$ cat config.mk
export PLATFORM = sky130hd
export DESIGN_NAME = lcg_xor_header_descrambler_unit
export DESIGN_NICKNAME = d
export VERILOG_FILES = /design/src/rtl/lxhd_pkg.sv /design/src/rtl/lcg_xor_header_descrambler_unit.sv
export VERILOG_INCLUDE_DIRS = /design/src /design/src/rtl
export SDC_FILE = /design/constraint.sdc
export NUM_CORES = 1
export LEC_CHECK = 0
export BUFFER_PORTS_ARGS = -buffer_cell sky130_fd_sc_hd__buf_4
export CORE_UTILIZATION = 60
export DETAILED_ROUTE_END_ITERATION = 7
export HOLD_SLACK_MARGIN = 0.02
export PLACE_DENSITY = 0.79
export SLEW_MARGIN = 20
export SYNTH_ARGS = -nofsm -noshare
export SYNTH_HDL_FRONTEND = slang
export SYNTH_SLANG_ARGS = --single-unit
$ cat constraint.sdc
create_clock -name clk -period 16.9 [get_ports clk]
set_input_delay 3.38 -clock clk [delete_from_list [all_inputs] [get_ports clk]]
set_output_delay 3.38 -clock clk [all_outputs]
set_load 0.02 [all_outputs]
$ cat src/rtl/lcg_xor_header_descrambler_unit_assert.svh
`ifndef LCG_XOR_HEADER_DESCRAMBLER_UNIT_ASSERT_SVH
`define LCG_XOR_HEADER_DESCRAMBLER_UNIT_ASSERT_SVH

// Same-cycle implication, disabled during reset.
`define LXHD_ASSERT_NOW(label, clk, rst_n, ante, cons) \
    label: assert property (@(posedge clk) disable iff (!rst_n) (ante) |-> (cons)) \
        else $error("lxhd same-cycle check failed");

// Next-cycle implication, disabled during reset.
`define LXHD_ASSERT_NEXT(label, clk, rst_n, ante, cons) \
    label: assert property (@(posedge clk) disable iff (!rst_n) (ante) |=> (cons)) \
        else $error("lxhd next-cycle check failed");

`endif

$ cat src/rtl/lxhd_pkg.sv
`default_nettype none

package lxhd_pkg;

    localparam int unsigned BLOCK_BYTES = 256;
    localparam logic [7:0]  LAST_POS    = 8'(BLOCK_BYTES - 1);

    localparam logic [31:0] LCG_MUL     = 32'd214013;
    localparam logic [31:0] LCG_INC     = 32'd2531011;

    localparam logic [4:0]  FIELD_BASE  = 5'd4;
    localparam logic [7:0]  SEED_BYTES  = 8'd4;
    localparam logic [7:0]  KEY_BYTES   = 8'd16;
    localparam logic [7:0]  HASH_END    = 8'd80;

    typedef enum logic [1:0] {
        ST_IDLE,
        ST_GEN_MASK,
        ST_GEN_LEN,
        ST_EMIT
    } state_t;

    typedef enum logic [2:0] {
        TAG_SEED,
        TAG_SKIP,
        TAG_KEY_HASH,
        TAG_HASH_ONLY,
        TAG_OPTION,
        TAG_TRAILER
    } tag_t;

    // One MSVC rand step, mod 2^32.
    function automatic logic [31:0] lcg_step(input logic [31:0] s);
        lcg_step = s * LCG_MUL + LCG_INC;
    endfunction

    function automatic tag_t tag_of(input logic [7:0] pos, input logic [4:0] fs);
        logic [7:0] fs8;
        fs8 = {3'b000, fs};
        if (pos < SEED_BYTES)
            tag_of = TAG_SEED;
        else if (pos < fs8)
            tag_of = TAG_SKIP;
        else if (pos < fs8 + KEY_BYTES)
            tag_of = TAG_KEY_HASH;
        else if (pos < fs8 + HASH_END)
            tag_of = TAG_HASH_ONLY;
        else if (pos == fs8 + HASH_END)
            tag_of = TAG_OPTION;
        else
            tag_of = TAG_TRAILER;
    endfunction

endpackage

`default_nettype wire

$ cat src/rtl/lcg_xor_header_descrambler_unit.sv
// Inside a run an accepted byte goes through ST_EMIT into the output register; a byte that
// opens a run first takes two LCG steps (ST_GEN_MASK, ST_GEN_LEN) through the one shared multiply-add unit.
// No new byte is accepted until the current one is emitted; out_stall can hold ST_EMIT.
// Reset (rst_n, async, active low): seed 0, generator 0, position 0, field start 4,
// no output pending.
`default_nettype none

`include "lcg_xor_header_descrambler_unit_assert.svh"

module lcg_xor_header_descrambler_unit (
    input  wire logic        clk,
    input  wire logic        rst_n,
    // config write channel: seed
    input  wire logic        cfg_valid,
    output logic             cfg_ready,
    input  wire logic [31:0] cfg_data,
    // input byte channel
    input  wire logic        in_valid,
    output logic             in_stall,
    input  wire logic [7:0]  data_byte,
    // output byte channel
    output logic             out_valid,
    input  wire logic        out_stall,
    output logic [7:0]       out_byte,
    output logic [7:0]       position,
    output logic [2:0]       field_tag,
    output logic             last
);
    import lxhd_pkg::*;

    // Sequencer and control state
    state_t      state_reg, state_next;
    logic [31:0] seed_reg;
    logic [31:0] gen_reg;          // LCG state, stepped in ST_GEN_MASK and ST_GEN_LEN
    logic [7:0]  mask_reg;         // XOR byte of the current run
    logic [4:0]  run_reg;          // bytes left in current run
    logic [7:0]  pos_reg;          // position of the next input byte
    logic [4:0]  fstart_reg;       // start offset from byte zero
    logic        out_valid_reg;

    // Held input byte and output payload
    logic [7:0]  data_reg;
    logic [7:0]  out_byte_reg;
    logic [7:0]  out_pos_reg;
    logic [2:0]  out_tag_reg;
    logic        out_last_reg;

    // Shared unit: one multiply-add per cycle
    logic [31:0] step_val;
    logic        in_xfer;
    logic        emit_fire;
    logic        need_gen;
    logic        is_last;

    assign step_val  = lcg_step(gen_reg);
    assign in_xfer   = in_valid && !in_stall;
    // a new run starts at block start or when the old run is used up
    assign need_gen  = (pos_reg == 8'd0) || (run_reg == 5'd0);
    assign is_last   = (pos_reg == LAST_POS);

    // Seed is always writable; it only takes effect at position zero.
    assign cfg_ready = 1'b1;

    always_comb
    begin
        state_next = state_reg;
        case (state_reg)
            ST_IDLE:
            begin
                if (in_xfer)
                    state_next = need_gen ? ST_GEN_MASK : ST_EMIT;
            end
            ST_GEN_MASK: state_next = ST_GEN_LEN;
            ST_GEN_LEN:  state_next = ST_EMIT;
            ST_EMIT:
            begin
                if (emit_fire)
                    state_next = ST_IDLE;
            end
            default:     state_next = ST_IDLE;
        endcase
    end

    always_comb
    begin
        in_stall  = 1'b1;
        emit_fire = 1'b0;
        case (state_reg)
            ST_IDLE:     in_stall  = 1'b0;
            ST_GEN_MASK: in_stall  = 1'b1;
            ST_GEN_LEN:  in_stall  = 1'b1;
            ST_EMIT:     emit_fire = !out_valid_reg || !out_stall;
            default:     in_stall  = 1'b1;
        endcase
    end

    always_ff @(posedge clk or negedge rst_n)
    begin
        if (!rst_n)
        begin
            state_reg     <= ST_IDLE;
            seed_reg      <= '0;
            gen_reg       <= '0;
            mask_reg      <= '0;
            run_reg       <= '0;
            pos_reg       <= '0;
            fstart_reg    <= FIELD_BASE;
            out_valid_reg <= 1'b0;
        end
        else
        begin
            state_reg <= state_next;
            if (cfg_valid && cfg_ready)
                seed_reg <= cfg_data;

            if (in_xfer && (pos_reg == 8'd0))
            begin
                gen_reg    <= seed_reg;
                run_reg    <= '0;
                fstart_reg <= FIELD_BASE + {1'b0, data_byte[3:0]};
            end

            if (state_reg == ST_GEN_MASK)
            begin
                gen_reg  <= step_val;
                mask_reg <= step_val[23:16];
            end

            if (state_reg == ST_GEN_LEN)
            begin
                gen_reg <= step_val;
                run_reg <= {1'b0, step_val[19:16]} + 5'd1;
            end

            if (emit_fire)
            begin
                run_reg       <= run_reg - 5'd1;
                pos_reg       <= is_last ? 8'd0 : pos_reg + 8'd1;
                out_valid_reg <= 1'b1;
            end
            else if (!out_stall)
                out_valid_reg <= 1'b0;
        end
    end

    always_ff @(posedge clk)
    begin
        if (in_xfer)
            data_reg <= data_byte;
        if (emit_fire)
        begin
            out_byte_reg <= (pos_reg < SEED_BYTES) ? data_reg : (data_reg ^ mask_reg);
            out_pos_reg  <= pos_reg;
            out_tag_reg  <= tag_of(pos_reg, fstart_reg);
            out_last_reg <= is_last;
        end
    end

    assign out_valid = out_valid_reg;
    assign out_byte  = out_byte_reg;
    assign position  = out_pos_reg;
    assign field_tag = out_tag_reg;
    assign last      = out_last_reg;

    `LXHD_ASSERT_NEXT(a_xfer_leaves_idle, clk, rst_n, in_xfer, state_reg != ST_IDLE)
    `LXHD_ASSERT_NEXT(a_mask_then_len, clk, rst_n, state_reg == ST_GEN_MASK,
        state_reg == ST_GEN_LEN)
    `LXHD_ASSERT_NOW(a_last_at_end, clk, rst_n, out_valid_reg,
        out_last_reg == (out_pos_reg == LAST_POS))
    `LXHD_ASSERT_NOW(a_seed_tag, clk, rst_n, out_valid_reg,
        (out_tag_reg == TAG_SEED) == (out_pos_reg < SEED_BYTES))
    `LXHD_ASSERT_NOW(a_run_live_on_emit, clk, rst_n, state_reg == ST_EMIT,
        run_reg != 5'd0)

endmodule

`default_nettype wire
==> results.json <==
{
  "outcome": "complete, no violations",
  "number_of_synthesized_flops_with_an_enable_pin": 28,
  "hold_viol": 0,
  "worstSetupPathType": "reg2reg",
  "max_slew.worst_pin.slew_ns": 1.10,
  "syn_area_um2": 9850,
  "cell_type_contributing_the_most_total_cell_area_after_synthesis": "fa_1",
  "area_overhead_vs_synth_pct": 8.81,
  "grt_pass1_wl_um": 34300,
  "n_fill_cell": 1230,
  "share_of_synthesized_area_spent_on_multiplexers_pct": 3.81,
  "critPathMaxStageDelay_ns": 0.59,
  "global_route.overflow_total": 0,
  "first_iter_violations": 416,
  "crit_buf_inv": 4,
  "place_congestion": 0.915,
  "drt-vias-per-instance": 5.45,
  "tritoncts": "built",
  "postcts_setup_bufs": 0,
  "asyncSetResetFlopFracSynth_pct": 73.3,
  "required_ns": 17.10,
  "final.period_utilization_pct": 38.3,
  "die_area_um2": 16900,
  "drt.antenna.violating_nets": 0,
  "num_cts_buffers": 9,
  "cpLargestDelayFamily": "adder cells",
  "crit_path_end_kind": "register",
  "holdPathStages": 2,
  "drv_slew": 0,
  "worst-r2r-cell-count": 19,
  "routed_wirelength_um": 20100,
  "yosys.area_share.adder_pct": 38.1,
  "grt_pass1_vias": 7096,
  "synthFlopType": "dfrtp_1",
  "synthMostInstantiatedCell": "inv_1",
  "floorplan.die.height_um": 130,
  "synthesis.instances": 949,
  "tns_ns": 0,
  "detail_route.first_pass.iterations": 5,
  "cts.htree.levels": 3,
  "timing.final.crit_period_ns": 6.47,
  "clk_pin_slew_ns": 0.07,
  "postSynthAreaPerCell_um2": 10.4,
  "cts_hold_repair.buffers": 0,
  "core.rowCount": 46,
  "tritoncts_num_sinks": 105,
  "rsz0062_at_grt": "false",
  "latest_clock_arrival_within_the_worst_skew_pair_ns": 0.35,
  "initial_utilization_pct": 61.8,
  "synth_simple_gate_area_share_pct": 7.80,
  "syn_nets": 1226,
  "final_net_count": 1273,
  "max-clock-path-buffers": 2,
  "synth-compound-area-share_pct": 7.23,
  "via_count": 6636,
  "track_usage_pct": 26.6,
  "most_used_cell_along_the_critical_path": "fa_1",
  "yosys_cell_types": 57,
  "synth_xor_xnor_area_share_pct": 5.41,
  "synthDominantCellAreaShare_pct": 23.0,
  "setup_violations": 0,
  "netlist_top_cells_area": "fa_1 (23%), dfrtp_1 (19%), ha_1 (15%), edfxtp_1 (8.5%), inv_1 (8.1%)",
  "dpl.hpwl_um": 16000,
  "drv_cap": 0,
  "holdCritPathClass": "reg2reg",
  "core-area_um2": 15900,
  "cts.repair.resized": 0,
  "worstPathCellList": "inv_1 > fa_1 > fa_1 > fa_1 > fa_1 > inv_1 > fa_1 > inv_1 > fa_1 > inv_1 > ha_1 > a21oi_1 > o211ai_1 > a21oi_1 > a21oi_1 > nor3_1 > o21ai_0 > xnor2_1 > o21ai_0",
  "wire_per_inst_um": 16.5,
  "synth_warnings": 0,
  "count_of_antenna_diodes_in_the_layout": 0,
  "root_driver": "clkbuf_16",
  "combinational_family_with_the_most_area_after_synthesis": "adder cells",
  "layout-drive-gt1-share_pct": 11.4,
  "yosys_register_bits": 105,
  "antenna_found_initial": 1,
  "ios": 68,
  "drc_errors": 0,
  "crit_slowest_cell": "fa_1",
  "finalClockSkew_ns": 0.0143,
  "critical_path_cell_count": 19,
  "timing.fmax_mhz": 154,
  "synth-seq-area-share_pct": 28.1,
  "port_buffers": 58,
  "synth_commonest_cells": "inv_1 (212), ha_1 (119), fa_1 (113), nand2_1 (88), dfrtp_1 (76)",
  "grt_start_max_net_pins": 78,
  "max-slew-margin-rel_pct": 26.2,
  "die_w_um": 130,
  "crit_fanout": 9,
  "arrival_ns": 6.68,
  "start_kind": "register"
}
## stage by stage
step | setup WS, ns | area, um^2 | utilization, % | hold WS, ns | instances
floorplan | 11.35 | 9850 | - | 0.450 | 949
global placement | 10.66 | 10400 | 65.4 | 0.466 | 1201
detailed placement | 10.58 | 10400 | 65.4 | 0.483 | 1201
CTS | 10.52 | 10700 | 67.2 | 0.506 | 1217
global route | 10.03 | 10700 | 67.2 | 0.527 | 1217
finish | 10.43 | 10700 | 67.2 | 0.496 | 1217
## layout by cell type, fill, tap and decap left out, types with 4 or more instances in the layout
master / count
inv_1: 211
ha_1: 119
fa_1: 113
nand2_1: 88
dfrtp_1: 76
buf_4: 59
xnor2_1: 44
a21oi_1: 34
o21ai_0: 28
mux2_2: 28
edfxtp_1: 28
nor2_1: 25
a31oi_1: 19
xor2_1: 15
a21o_1: 9
clkbuf_16: 9
nand3_1: 8
nor3_1: 7
nand4_1: 6
and3_1: 6
mux2i_1: 6
nand2b_1: 5
or3_1: 4
## tightest hold or removal path: cells and delay by family, from the launching register on
family / cells / cell delay (ns)
compound gates: 1 / 0.07
flops: 1 / 0.37
simple gates: 1 / 0.04
## final cells by class
type	count	area (um^2)	area share (%)
well taps	216	270	2.52
multi-input cells	609	6150	57.4
repair buffers	59	443	4.13
clock buffers	9	225	2.10
flip-flops and latches	105	2770	25.8
clock inverters	7	62.6	0.584
inverters	212	796	7.43
## metal layers
metal | wire length, um | part of all wire (%) | up-vias | GRT usage [%]
li1 | - | - | 3128 | -
met3 | 1150 | 5.7 | 29 | 4.47
met5 | 13 | 0.065 | - | 0
met2 | 9430 | 47 | 181 | 43.0
met1 | 9070 | 45 | 3296 | 37.0
met4 | 439 | 2.2 | 2 | 8.48
## worst paths after layout
path / slack (ns) / from / end
min reg2reg: 0.50 / fstart_reg[2] / fstart_reg[2]
min in group asynchronous: 3.15 / rst_n / pos_reg[7]
max reg2reg: 10.43 / gen_reg[9] / gen_reg[23]
min: 0.50 / fstart_reg[2] / fstart_reg[2]
max: 10.43 / gen_reg[9] / gen_reg[23]
max in group asynchronous: 13.10 / rst_n / seed_reg[15]
## kinds of logic after synthesis
| family | count (synthesis) |
|---|---|
| buffers and inverters | 235 |
| AOI/OAI and AO/OA | 115 |
| xor gates and xnor gates | 60 |
| muxes | 34 |
| adders and majority gates | 232 |
| and+or+nand+nor | 167 |
| other | 1 |
| DFF | 105 |
Power is not shown: default switching activity piles up to over one toggle a cycle in this logic, so the estimate is an artifact.
